## config.mk

```make
export PLATFORM = sky130hd
export DESIGN_NAME = ts_pcr_span_tracker
export DESIGN_NICKNAME = d
export VERILOG_FILES = /design/src/hdl/tpst_pkg.sv /design/src/hdl/tpst_addsub.sv /design/src/hdl/tpst_slot_mem.sv /design/src/hdl/ts_pcr_span_tracker.sv
export SDC_FILE = /design/constraint.sdc
export NUM_CORES = 2
export LEC_CHECK = 0
export BUFFER_PORTS_ARGS = -buffer_cell sky130_fd_sc_hd__buf_2
export CAP_MARGIN = 20
export CORE_MARGIN = 4
export CORE_UTILIZATION = 55
export DETAILED_ROUTE_END_ITERATION = 16
export PLACE_DENSITY = 0.77
export RECOVER_POWER = 50
export SLEW_MARGIN = 40
export SYNTH_ARGS = -nofsm -noshare
export SYNTH_HDL_FRONTEND = slang
export SYNTH_SLANG_ARGS = --single-unit
```

## constraint.sdc

```tcl
create_clock -name aclk -period 8.2 [get_ports aclk]
set_input_delay 1.23 -clock aclk [delete_from_list [all_inputs] [get_ports aclk]]
set_output_delay 1.23 -clock aclk [all_outputs]
set_load 0.05 [all_outputs]
```

## src/hdl/tpst_pkg.sv

```systemverilog
package tpst_pkg;

    localparam int PCR_W        = 42;
    localparam int PID_W        = 13;
    localparam int SLOT_W       = 4;
    localparam int POS_W        = 8;
    localparam int PACKET_BYTES = 188;
    localparam logic [7:0] SYNC_BYTE = 8'h47;

    // byte positions inside a packet
    localparam logic [POS_W-1:0] POS_SYNC    = 8'd0;
    localparam logic [POS_W-1:0] POS_PID_HI  = 8'd1;
    localparam logic [POS_W-1:0] POS_PID_LO  = 8'd2;
    localparam logic [POS_W-1:0] POS_AFC     = 8'd3;
    localparam logic [POS_W-1:0] POS_AF_LEN  = 8'd4;
    localparam logic [POS_W-1:0] POS_FLAGS   = 8'd5;
    localparam logic [POS_W-1:0] POS_BASE0   = 8'd6;
    localparam logic [POS_W-1:0] POS_BASE1   = 8'd7;
    localparam logic [POS_W-1:0] POS_BASE2   = 8'd8;
    localparam logic [POS_W-1:0] POS_BASE3   = 8'd9;
    localparam logic [POS_W-1:0] POS_BASE_EX = 8'd10;
    localparam logic [POS_W-1:0] POS_EXT_LO  = 8'd11;
    localparam logic [POS_W-1:0] POS_LAST    = 8'd187;

    // base * 300 = base<<8 + base<<5 + base<<3 + base<<2, then the extension MSB
    localparam logic [2:0] MUL_LAST_STEP = 3'd4;

    typedef enum logic [2:0] {
        KIND_UPDATE  = 3'd0,
        KIND_NEW_ID  = 3'd1,
        KIND_FULL    = 3'd2,
        KIND_NO_SYNC = 3'd3,
        KIND_SLOT    = 3'd4,
        KIND_EMPTY   = 3'd5
    } kind_t;

    typedef enum logic [3:0] {
        S_IDLE,
        S_MUL,
        S_ADDB,
        S_SRCH_RD,
        S_SRCH_CMP,
        S_UPD,
        S_NEW,
        S_RD_OUT,
        S_EMIT
    } state_t;

    typedef struct packed {
        logic [PID_W-1:0] id;
        logic [PCR_W-1:0] first;
        logic [PCR_W-1:0] latest;
    } slot_rec_t;

    typedef struct packed {
        kind_t             kind;
        logic [PID_W-1:0]  id;
        logic [SLOT_W-1:0] slot;
        logic [PCR_W-1:0]  first;
        logic [PCR_W-1:0]  latest;
        logic [PCR_W-1:0]  span;
    } result_t;

endpackage

```

## src/hdl/tpst_addsub.sv

```systemverilog
module tpst_addsub (
    input  logic [tpst_pkg::PCR_W-1:0] a,
    input  logic [tpst_pkg::PCR_W-1:0] b,
    input  logic                       sub,
    output logic [tpst_pkg::PCR_W-1:0] sum
);
    import tpst_pkg::*;

    logic [PCR_W-1:0] b_op;

    always_comb begin
        b_op = sub ? ~b : b;
        sum  = a + b_op + PCR_W'(sub);
    end

endmodule

```

## src/hdl/tpst_slot_mem.sv

```systemverilog
module tpst_slot_mem #(
    parameter int DEPTH = 16,
    parameter int AW    = 4
) (
    input  logic                aclk,
    input  logic                we,
    input  logic [AW-1:0]       waddr,
    input  tpst_pkg::slot_rec_t wdata,
    input  logic                re,
    input  logic [AW-1:0]       raddr,
    output tpst_pkg::slot_rec_t rdata
);
    import tpst_pkg::*;

    slot_rec_t mem [DEPTH];
    slot_rec_t rdata_reg;

    always_ff @(posedge aclk) begin
        if (we) begin
            mem[waddr] <= wdata;
        end
    end

    always_ff @(posedge aclk) begin
        if (re) begin
            rdata_reg <= mem[raddr];
        end
    end

    assign rdata = rdata_reg;

endmodule

```

## src/hdl/ts_pcr_span_tracker.sv

```systemverilog
// Transport stream PCR span tracker.
// Slave channel: one beat per stream byte (s_tuser = 0) or one slot read request
// (s_tuser = 1). Packets are 188 bytes; the first byte of each must be 0x47.
// Master channel: at most one result beat per input beat: a PCR update, a new
// packet id, table full, missing sync, one slot's contents, or an empty slot.
// A plain stream byte leaves the sequencer idle, so such beats can follow back to
// back. The fifth PCR byte (position 10) runs the 42-bit shared adder through
// five shift-add steps that form base * 300 plus the extension MSB; the low
// extension byte is added when the last PCR byte of a PCR packet arrives. That
// byte then searches the table for the packet id, reading one slot id and
// comparing it at a time through the single memory port, and ends in an update,
// a new id, or table full. A slot read goes through a memory read before its
// result; an empty slot read or a missing sync byte goes straight to the result.
// s_tready is high only while the sequencer is idle.
// A result waits in the output register; a new beat may be accepted while it
// waits, but the next result holds the sequencer until the receiver takes it.
// Reset clears the byte position, packet state and fill count; the slot
// table is filled in order, so slots below the fill count are the valid ones
// and no clearing pass is needed.
module ts_pcr_span_tracker #(
    parameter int TABLE_SLOTS = 16
) (
    input  logic         aclk,
    input  logic         aresetn,
    input  logic         s_tvalid,
    output logic         s_tready,
    input  logic [15:0]  s_tdata,   // data_byte[7:0], read_slot[11:8], zero pad
    input  logic         s_tuser,   // action
    output logic         m_tvalid,
    input  logic         m_tready,
    output logic [143:0] m_tdata,   // packet_id[12:0], slot_number[16:13],
                                    // first_pcr[58:17], latest_pcr[100:59],
                                    // span_ticks[142:101], zero pad
    output logic [2:0]   m_tuser    // kind
);
    import tpst_pkg::*;

    localparam int AW = (TABLE_SLOTS > 1) ? $clog2(TABLE_SLOTS) : 1;
    localparam int CW = $clog2(TABLE_SLOTS + 1);

    state_t state_reg, state_next;
    logic [POS_W-1:0] pos_reg, pos_next;
    logic alive_reg, alive_next;
    logic [PID_W-1:0] held_reg, held_next;
    logic [PCR_W-1:0] acc_reg, acc_next;
    logic [32:0] base_reg, base_next;
    logic ext_reg, ext_next;
    logic [2:0] step_reg, step_next;
    logic [CW-1:0] used_reg, used_next;
    logic [CW-1:0] idx_reg, idx_next;
    logic [7:0] byte_reg, byte_next;
    logic [SLOT_W-1:0] rslot_reg, rslot_next;
    result_t res_reg, res_next;
    result_t out_reg, out_next;
    logic m_valid_reg, m_valid_next;

    logic accept;
    logic [7:0] in_byte;
    logic [SLOT_W-1:0] in_slot;
    logic rd_ok;

    logic [PCR_W-1:0] add_a, add_b, add_sum;
    logic add_sub;

    logic mem_we, mem_re;
    logic [AW-1:0] mem_waddr, mem_raddr;
    slot_rec_t mem_wdata, mem_rdata;

    assign s_tready = (state_reg == S_IDLE);
    assign accept   = s_tvalid && s_tready;
    assign in_byte  = s_tdata[7:0];
    assign in_slot  = s_tdata[11:8];
    assign rd_ok    = (32'(in_slot) < TABLE_SLOTS) && (32'(in_slot) < 32'(used_reg));

    tpst_addsub u_addsub (
        .a   (add_a),
        .b   (add_b),
        .sub (add_sub),
        .sum (add_sum)
    );

    tpst_slot_mem #(
        .DEPTH (TABLE_SLOTS),
        .AW    (AW)
    ) u_slot_mem (
        .aclk  (aclk),
        .we    (mem_we),
        .waddr (mem_waddr),
        .wdata (mem_wdata),
        .re    (mem_re),
        .raddr (mem_raddr),
        .rdata (mem_rdata)
    );

    always_comb begin
        state_next   = state_reg;
        pos_next     = pos_reg;
        alive_next   = alive_reg;
        held_next    = held_reg;
        acc_next     = acc_reg;
        base_next    = base_reg;
        ext_next     = ext_reg;
        step_next    = step_reg;
        used_next    = used_reg;
        idx_next     = idx_reg;
        byte_next    = byte_reg;
        rslot_next   = rslot_reg;
        res_next     = res_reg;
        out_next     = out_reg;
        m_valid_next = m_valid_reg;
        add_a        = acc_reg;
        add_b        = '0;
        add_sub      = 1'b0;
        mem_we       = 1'b0;
        mem_re       = 1'b0;
        mem_waddr    = idx_reg[AW-1:0];
        mem_raddr    = idx_reg[AW-1:0];
        mem_wdata    = '{id: held_reg, first: acc_reg, latest: acc_reg};

        if (m_valid_reg && m_tready) begin
            m_valid_next = 1'b0;
        end

        unique case (state_reg)
            S_IDLE: begin
                if (accept) begin
                    byte_next  = in_byte;
                    rslot_next = in_slot;
                    if (s_tuser) begin
                        if (rd_ok) begin
                            mem_re     = 1'b1;
                            mem_raddr  = AW'(in_slot);
                            state_next = S_RD_OUT;
                        end else begin
                            res_next   = '{kind: KIND_EMPTY, id: '0, slot: in_slot,
                                           first: '0, latest: '0, span: '0};
                            state_next = S_EMIT;
                        end
                    end else begin
                        pos_next = (pos_reg == POS_LAST) ? POS_SYNC : pos_reg + 8'd1;
                        unique case (pos_reg)
                            POS_SYNC: begin
                                alive_next = (in_byte == SYNC_BYTE);
                                held_next  = '0;
                                acc_next   = '0;
                                if (in_byte != SYNC_BYTE) begin
                                    res_next   = '{kind: KIND_NO_SYNC, id: '0, slot: '0,
                                                   first: '0, latest: '0, span: '0};
                                    state_next = S_EMIT;
                                end
                            end
                            POS_PID_HI: held_next = {in_byte[4:0], 8'd0};
                            POS_PID_LO: held_next = held_reg | PID_W'(in_byte);
                            POS_AFC: begin
                                // adaptation field present when control is 2 or 3
                                if (!in_byte[5]) begin
                                    alive_next = 1'b0;
                                end
                            end
                            POS_AF_LEN: begin
                                if (in_byte == 8'd0) begin
                                    alive_next = 1'b0;
                                end
                            end
                            POS_FLAGS: begin
                                if (!in_byte[4]) begin
                                    alive_next = 1'b0;
                                end
                            end
                            POS_BASE0, POS_BASE1, POS_BASE2, POS_BASE3: begin
                                acc_next = PCR_W'({acc_reg[23:0], in_byte});
                            end
                            POS_BASE_EX: begin
                                base_next  = {acc_reg[31:0], in_byte[7]};
                                ext_next   = in_byte[0];
                                acc_next   = '0;
                                step_next  = '0;
                                state_next = S_MUL;
                            end
                            POS_EXT_LO: begin
                                if (alive_reg) begin
                                    alive_next = 1'b0;
                                    state_next = S_ADDB;
                                end
                            end
                            default: begin
                            end
                        endcase
                    end
                end
            end

            S_MUL: begin
                unique case (step_reg)
                    3'd0:    add_b = PCR_W'(base_reg) << 8;
                    3'd1:    add_b = PCR_W'(base_reg) << 5;
                    3'd2:    add_b = PCR_W'(base_reg) << 3;
                    3'd3:    add_b = PCR_W'(base_reg) << 2;
                    default: add_b = PCR_W'(ext_reg) << 8;
                endcase
                acc_next  = add_sum;
                step_next = step_reg + 3'd1;
                if (step_reg == MUL_LAST_STEP) begin
                    state_next = S_IDLE;
                end
            end

            S_ADDB: begin
                add_b      = PCR_W'(byte_reg);
                acc_next   = add_sum;
                idx_next   = '0;
                state_next = S_SRCH_RD;
            end

            S_SRCH_RD: begin
                if (idx_reg < used_reg) begin
                    mem_re     = 1'b1;
                    state_next = S_SRCH_CMP;
                end else if (32'(used_reg) < TABLE_SLOTS) begin
                    state_next = S_NEW;
                end else begin
                    res_next   = '{kind: KIND_FULL, id: held_reg, slot: '0,
                                   first: '0, latest: acc_reg, span: '0};
                    state_next = S_EMIT;
                end
            end

            S_SRCH_CMP: begin
                if (mem_rdata.id == held_reg) begin
                    state_next = S_UPD;
                end else begin
                    idx_next   = idx_reg + CW'(1);
                    state_next = S_SRCH_RD;
                end
            end

            S_UPD: begin
                mem_we     = 1'b1;
                mem_wdata  = '{id: held_reg, first: mem_rdata.first, latest: acc_reg};
                add_b      = mem_rdata.first;
                add_sub    = 1'b1;
                res_next   = '{kind: KIND_UPDATE, id: held_reg, slot: SLOT_W'(idx_reg),
                               first: mem_rdata.first, latest: acc_reg, span: add_sum};
                state_next = S_EMIT;
            end

            S_NEW: begin
                mem_we     = 1'b1;
                mem_waddr  = used_reg[AW-1:0];
                used_next  = used_reg + CW'(1);
                res_next   = '{kind: KIND_NEW_ID, id: held_reg, slot: SLOT_W'(used_reg),
                               first: acc_reg, latest: acc_reg, span: '0};
                state_next = S_EMIT;
            end

            S_RD_OUT: begin
                add_a      = mem_rdata.latest;
                add_b      = mem_rdata.first;
                add_sub    = 1'b1;
                res_next   = '{kind: KIND_SLOT, id: mem_rdata.id, slot: rslot_reg,
                               first: mem_rdata.first, latest: mem_rdata.latest,
                               span: add_sum};
                state_next = S_EMIT;
            end

            S_EMIT: begin
                // hold the result until the output register frees up
                if (!m_valid_reg || m_tready) begin
                    out_next     = res_reg;
                    m_valid_next = 1'b1;
                    state_next   = S_IDLE;
                end
            end

            default: state_next = S_IDLE;
        endcase
    end

    always_ff @(posedge aclk) begin
        if (!aresetn) begin
            state_reg   <= S_IDLE;
            pos_reg     <= '0;
            alive_reg   <= 1'b0;
            held_reg    <= '0;
            acc_reg     <= '0;
            used_reg    <= '0;
            m_valid_reg <= 1'b0;
        end else begin
            state_reg   <= state_next;
            pos_reg     <= pos_next;
            alive_reg   <= alive_next;
            held_reg    <= held_next;
            acc_reg     <= acc_next;
            used_reg    <= used_next;
            m_valid_reg <= m_valid_next;
        end
    end

    always_ff @(posedge aclk) begin
        base_reg  <= base_next;
        ext_reg   <= ext_next;
        step_reg  <= step_next;
        idx_reg   <= idx_next;
        byte_reg  <= byte_next;
        rslot_reg <= rslot_next;
        res_reg   <= res_next;
        out_reg   <= out_next;
    end

    assign m_tvalid = m_valid_reg;
    assign m_tuser  = out_reg.kind;
    assign m_tdata  = {1'b0, out_reg.span, out_reg.latest, out_reg.first,
                       out_reg.slot, out_reg.id};

`ifndef ASSERT_OFF
    a_busy_after_read: assert property (@(posedge aclk) disable iff (!aresetn)
        s_tvalid && s_tready && s_tuser |=> !s_tready)
        else $error("slot read accepted without going busy");

    a_pos_range: assert property (@(posedge aclk) disable iff (!aresetn)
        32'(pos_reg) < PACKET_BYTES)
        else $error("byte position out of packet");

    a_used_range: assert property (@(posedge aclk) disable iff (!aresetn)
        32'(used_reg) <= TABLE_SLOTS)
        else $error("slot fill count beyond table");

    a_new_has_room: assert property (@(posedge aclk) disable iff (!aresetn)
        state_reg == S_NEW |-> 32'(used_reg) < TABLE_SLOTS)
        else $error("new slot taken from a full table");

    a_read_consumed: assert property (@(posedge aclk) disable iff (!aresetn)
        mem_re |=> state_reg == S_SRCH_CMP || state_reg == S_RD_OUT)
        else $error("slot read data not consumed");
`endif

endmodule
```

==> results.md <==
* Drt first-iter violations at 8,319
* CTS H-tree lvls at 4
* Final period util at 0.847
* CP cell instances: clkbuf_1 > nand2_1 > nor3_1 > clkbuf_1 > a22o_1 > nand2_1 > nor2_4 > clkbuf_1 > buf_16
* Die W at between 300 and 400 um
* Layout cells sized above 1 at 0.0755
* Port Buffers at 164
* Reg area at approximately 0.061 mm2
* DRC Markers at 0
* Hold/Removal Path Class: flip-flop to flip-flop
* Post-Syn Instances at 6,014
* Ports at 170
* Initial core utilization at 0.556
* Max cap viols at 24
* Critical Path RT at 8.65 ns
* Crit Path Max Fanout at 68
* First-pass GRT wire length at ~330 mm
* Cell repeated most along the worst path: clkbuf_1
* Avg WL per Cell at about 27 um
* Clock Power Share at 0.391
* Core ar. at 0.150 mm2
* Arrival time worst endpoint at about 7.4 ns
* Critical Path Start Type: flip-flop
* Area of the multi-input gates at a little over 0.02 mm2
* Clock transition at the registers of the reported paths at ~0.070 ns
* Grt ovf at 0
* Seq pwr share at 0.537
* Switching power at ~5300 uW
* Placed insts at 7,948
* Outcome: finished with violations
* Fillers at 10,800
* Max reg flops at ~1,600
* Synth Warn # at 0
* Layout area overhead at 11.2%
* Distinct cells, synth at 74
* Most frequent cells in the layout: edfxtp_1 (1,995), nand2_1 (1,437), nand3_1 (613)
* DIE AREA at 0.158 mm2
* Post-CTS Resized at 0
* Slew margin rel. at -1.90
* Asr flop ratio synth at 0
* Num CTS Buffers at roughly 200
* Commonest non-fill, non-tap cell in the layout: edfxtp_1
* Clk_skew at approximately 0.050 ns
* Cell internal pwr at 17,100 uW
* Vias in the first global route at between 50,000 and 60,000
* FF+latch count, synth at just over 2,000
* Hold_buf cts at 0
* Critical path's largest stage delay at 2.10 ns
* Via-per-instance ratio at about 6.4
* PD cells at approximately 240 mW/mm2
* Row cnt at between 100 and 150
* Final setup fails at 0
* Final hold vios at 0
* Worst slew pin tran at roughly 4.4 ns
* Via Count at 53,400
* Routed WL at roughly 230 mm
* Mapped Nets at around 6,100
* Failing checks: antenna rules, capacitance limit, slew limit
* Initial antenna violation count at 16
* Logic pwr share at 0.072
* Post-route insts no fill at between 8,000 and 9,000
* Routability cong. at around 0.98
* Post-CTS Setup Bufs at 0
* Clk root buf: clkbuf_16
* Avg Cell Area, Syn at between 10 and 15 um2
* RSZ-0062 raised after global routing: no
* Die height at 398 um
* Netlist Area Pre-Place at between 0.08 and 0.09 mm2
* Pre-Repair DR Iteration Count at 6
* CTS tree: built
* TNS Setup at 0 ns
* Detail Route Antenna Nets at 1
* Crit path max-delay cell type: clkbuf_1
* Switching share of power at 0.237
* Crit end category: flip-flop
* Dominant synthesized flop cell: edfxtp_1
* Critical path class: flip-flop to flip-flop
* GR Util All Layers at 0.282
* Seq/Total Area, Yosys at 0.734
* P_leak at ~0.032 uW
* Post-synth EDFFs at about 2,000
* Pins Over Slew Limit at 716
* Pin count of the biggest net entering global routing at between 150 and 200
* Tmin final at 6.94 ns
* Max Freq at 144 MHz
* Sinks on the clock net at approximately 2,100
* Clock buffer depth at 3
* VDD IR max at between 0.2 and 0.25 mV
* Clock Latency Late Sink at 0.86 ns
* Fin nets at 6,220
* Post-DP HPWL at 124 mm
-- cell usage after synthesis, drive strengths merged (5+ instances only) --
cell	number	area share
xor2	31	0.0032
a21oi	73	0.0044
nand2	1441	0.065
nor2b	7	0.00052
a221o	5	0.00060
nand3	613	0.037
mux2	88	0.012
mux2i	302	0.036
edfxtp	1995	0.72
nand2b	8	0.00060
nor4	6	0.00063
nor2	140	0.0063
a22o	159	0.017
nand4	16	0.0012
o221ai	100	0.010
o21a	8	0.00072
and3	36	0.0027
a211oi	65	0.0058
o31ai	6	0.00054
a22oi	5	0.00051
buf	150	0.0091
o21ai	104	0.0062
dfxtp	74	0.018
o21bai	6	0.00054
a31oi	14	0.0010
a21o	32	0.0029
nor3	17	0.0010
and2	5	0.00037
clkbuf	226	0.010
inv	27	0.0012
o22ai	6	0.00045
ha	58	0.0087
a32oi	97	0.010
xnor2	36	0.0038
-- worst max-delay path, delay by kind of cell, from the launching register on --
family | cells | cell delay, ns
simple gates | 4 | 0.74
buf+inv | 4 | 4.53
flops | 1 | 0.65
compound gates | 1 | 0.44
-- worst paths after layout --
check	startpoint	end	slack, ns	cells past startpoint
worst max-delay path	state_reg[2]$_SDFFE_PN0P_	u_slot_mem.mem[2][27]$_DFFE_PP_	1.26	9
worst max register to register	state_reg[2]$_SDFFE_PN0P_	u_slot_mem.mem[2][27]$_DFFE_PP_	1.26	9
worst min-delay path	res_reg[132]$_DFFE_PP_	m_tdata[2]$_DFFE_PP_	0.41	0
worst min register to register	res_reg[132]$_DFFE_PP_	m_tdata[2]$_DFFE_PP_	0.41	0
-- cells by family (layout without fill, tap and decap cells) --
group           Yosys count  in the layout  synth area share
buf+inv                 404            698            0.0205
xor+xnor                 67             67           0.00702
mux                     390            390            0.0482
flops                  2069           2069             0.734
simple gates           2312           2312             0.117
other cells               1             11         0.0000448
fa+ha+maj                59             59           0.00892
compound gates          712            712            0.0644
-- power by group through the flow --
stage | Combinational (uW) | Clock, uW | Sequential, uW
floorplan | 845 | 0 | 12500
global placement | 1560 | 0 | 12300
detailed placement | 1600 | 0 | 12300
CTS | 1610 | 8840 | 12000
global route | 1710 | 9300 | 12100
finish | 1610 | 8770 | 12100
-- metrics by stage --
step | total power [uW] | util | worst slack [ns] | hold slack, ns | instance area, um2
after floorplan | 13300 | - | 1.88 | 0.400 | 83600
after global placement | 13800 | 0.577 | 2.53 | 0.401 | 86900
after detailed placement | 13900 | 0.578 | 2.49 | 0.405 | 87100
after CTS | 22500 | 0.620 | 2.47 | 0.411 | 93300
after global routing | 23100 | 0.618 | 1.01 | 0.415 | 93000
final | 22400 | 0.618 | 1.26 | 0.405 | 93000
-- metal layers --
metal | vias up | part of all wire | GRT usage
li1 | 22800 | - | -
met3 | 624 | 0.14 | 0.0707
met2 | 3801 | 0.45 | 0.430
met5 | - | 0.00031 | 0
met1 | 26200 | 0.37 | 0.394
met4 | 10 | 0.041 | 0.110
-- cell type report --
cell class	instances	area share
multi-input combinational	3541	0.223
sequential	2069	0.660
clock inverter	114	0.0111
tap	2016	0.0271
clock buffer	254	0.0561
antenna	10	0.000269
timing repair buffer	302	0.0208
inverter	28	0.00113
Power figures use the tool's default switching activity.
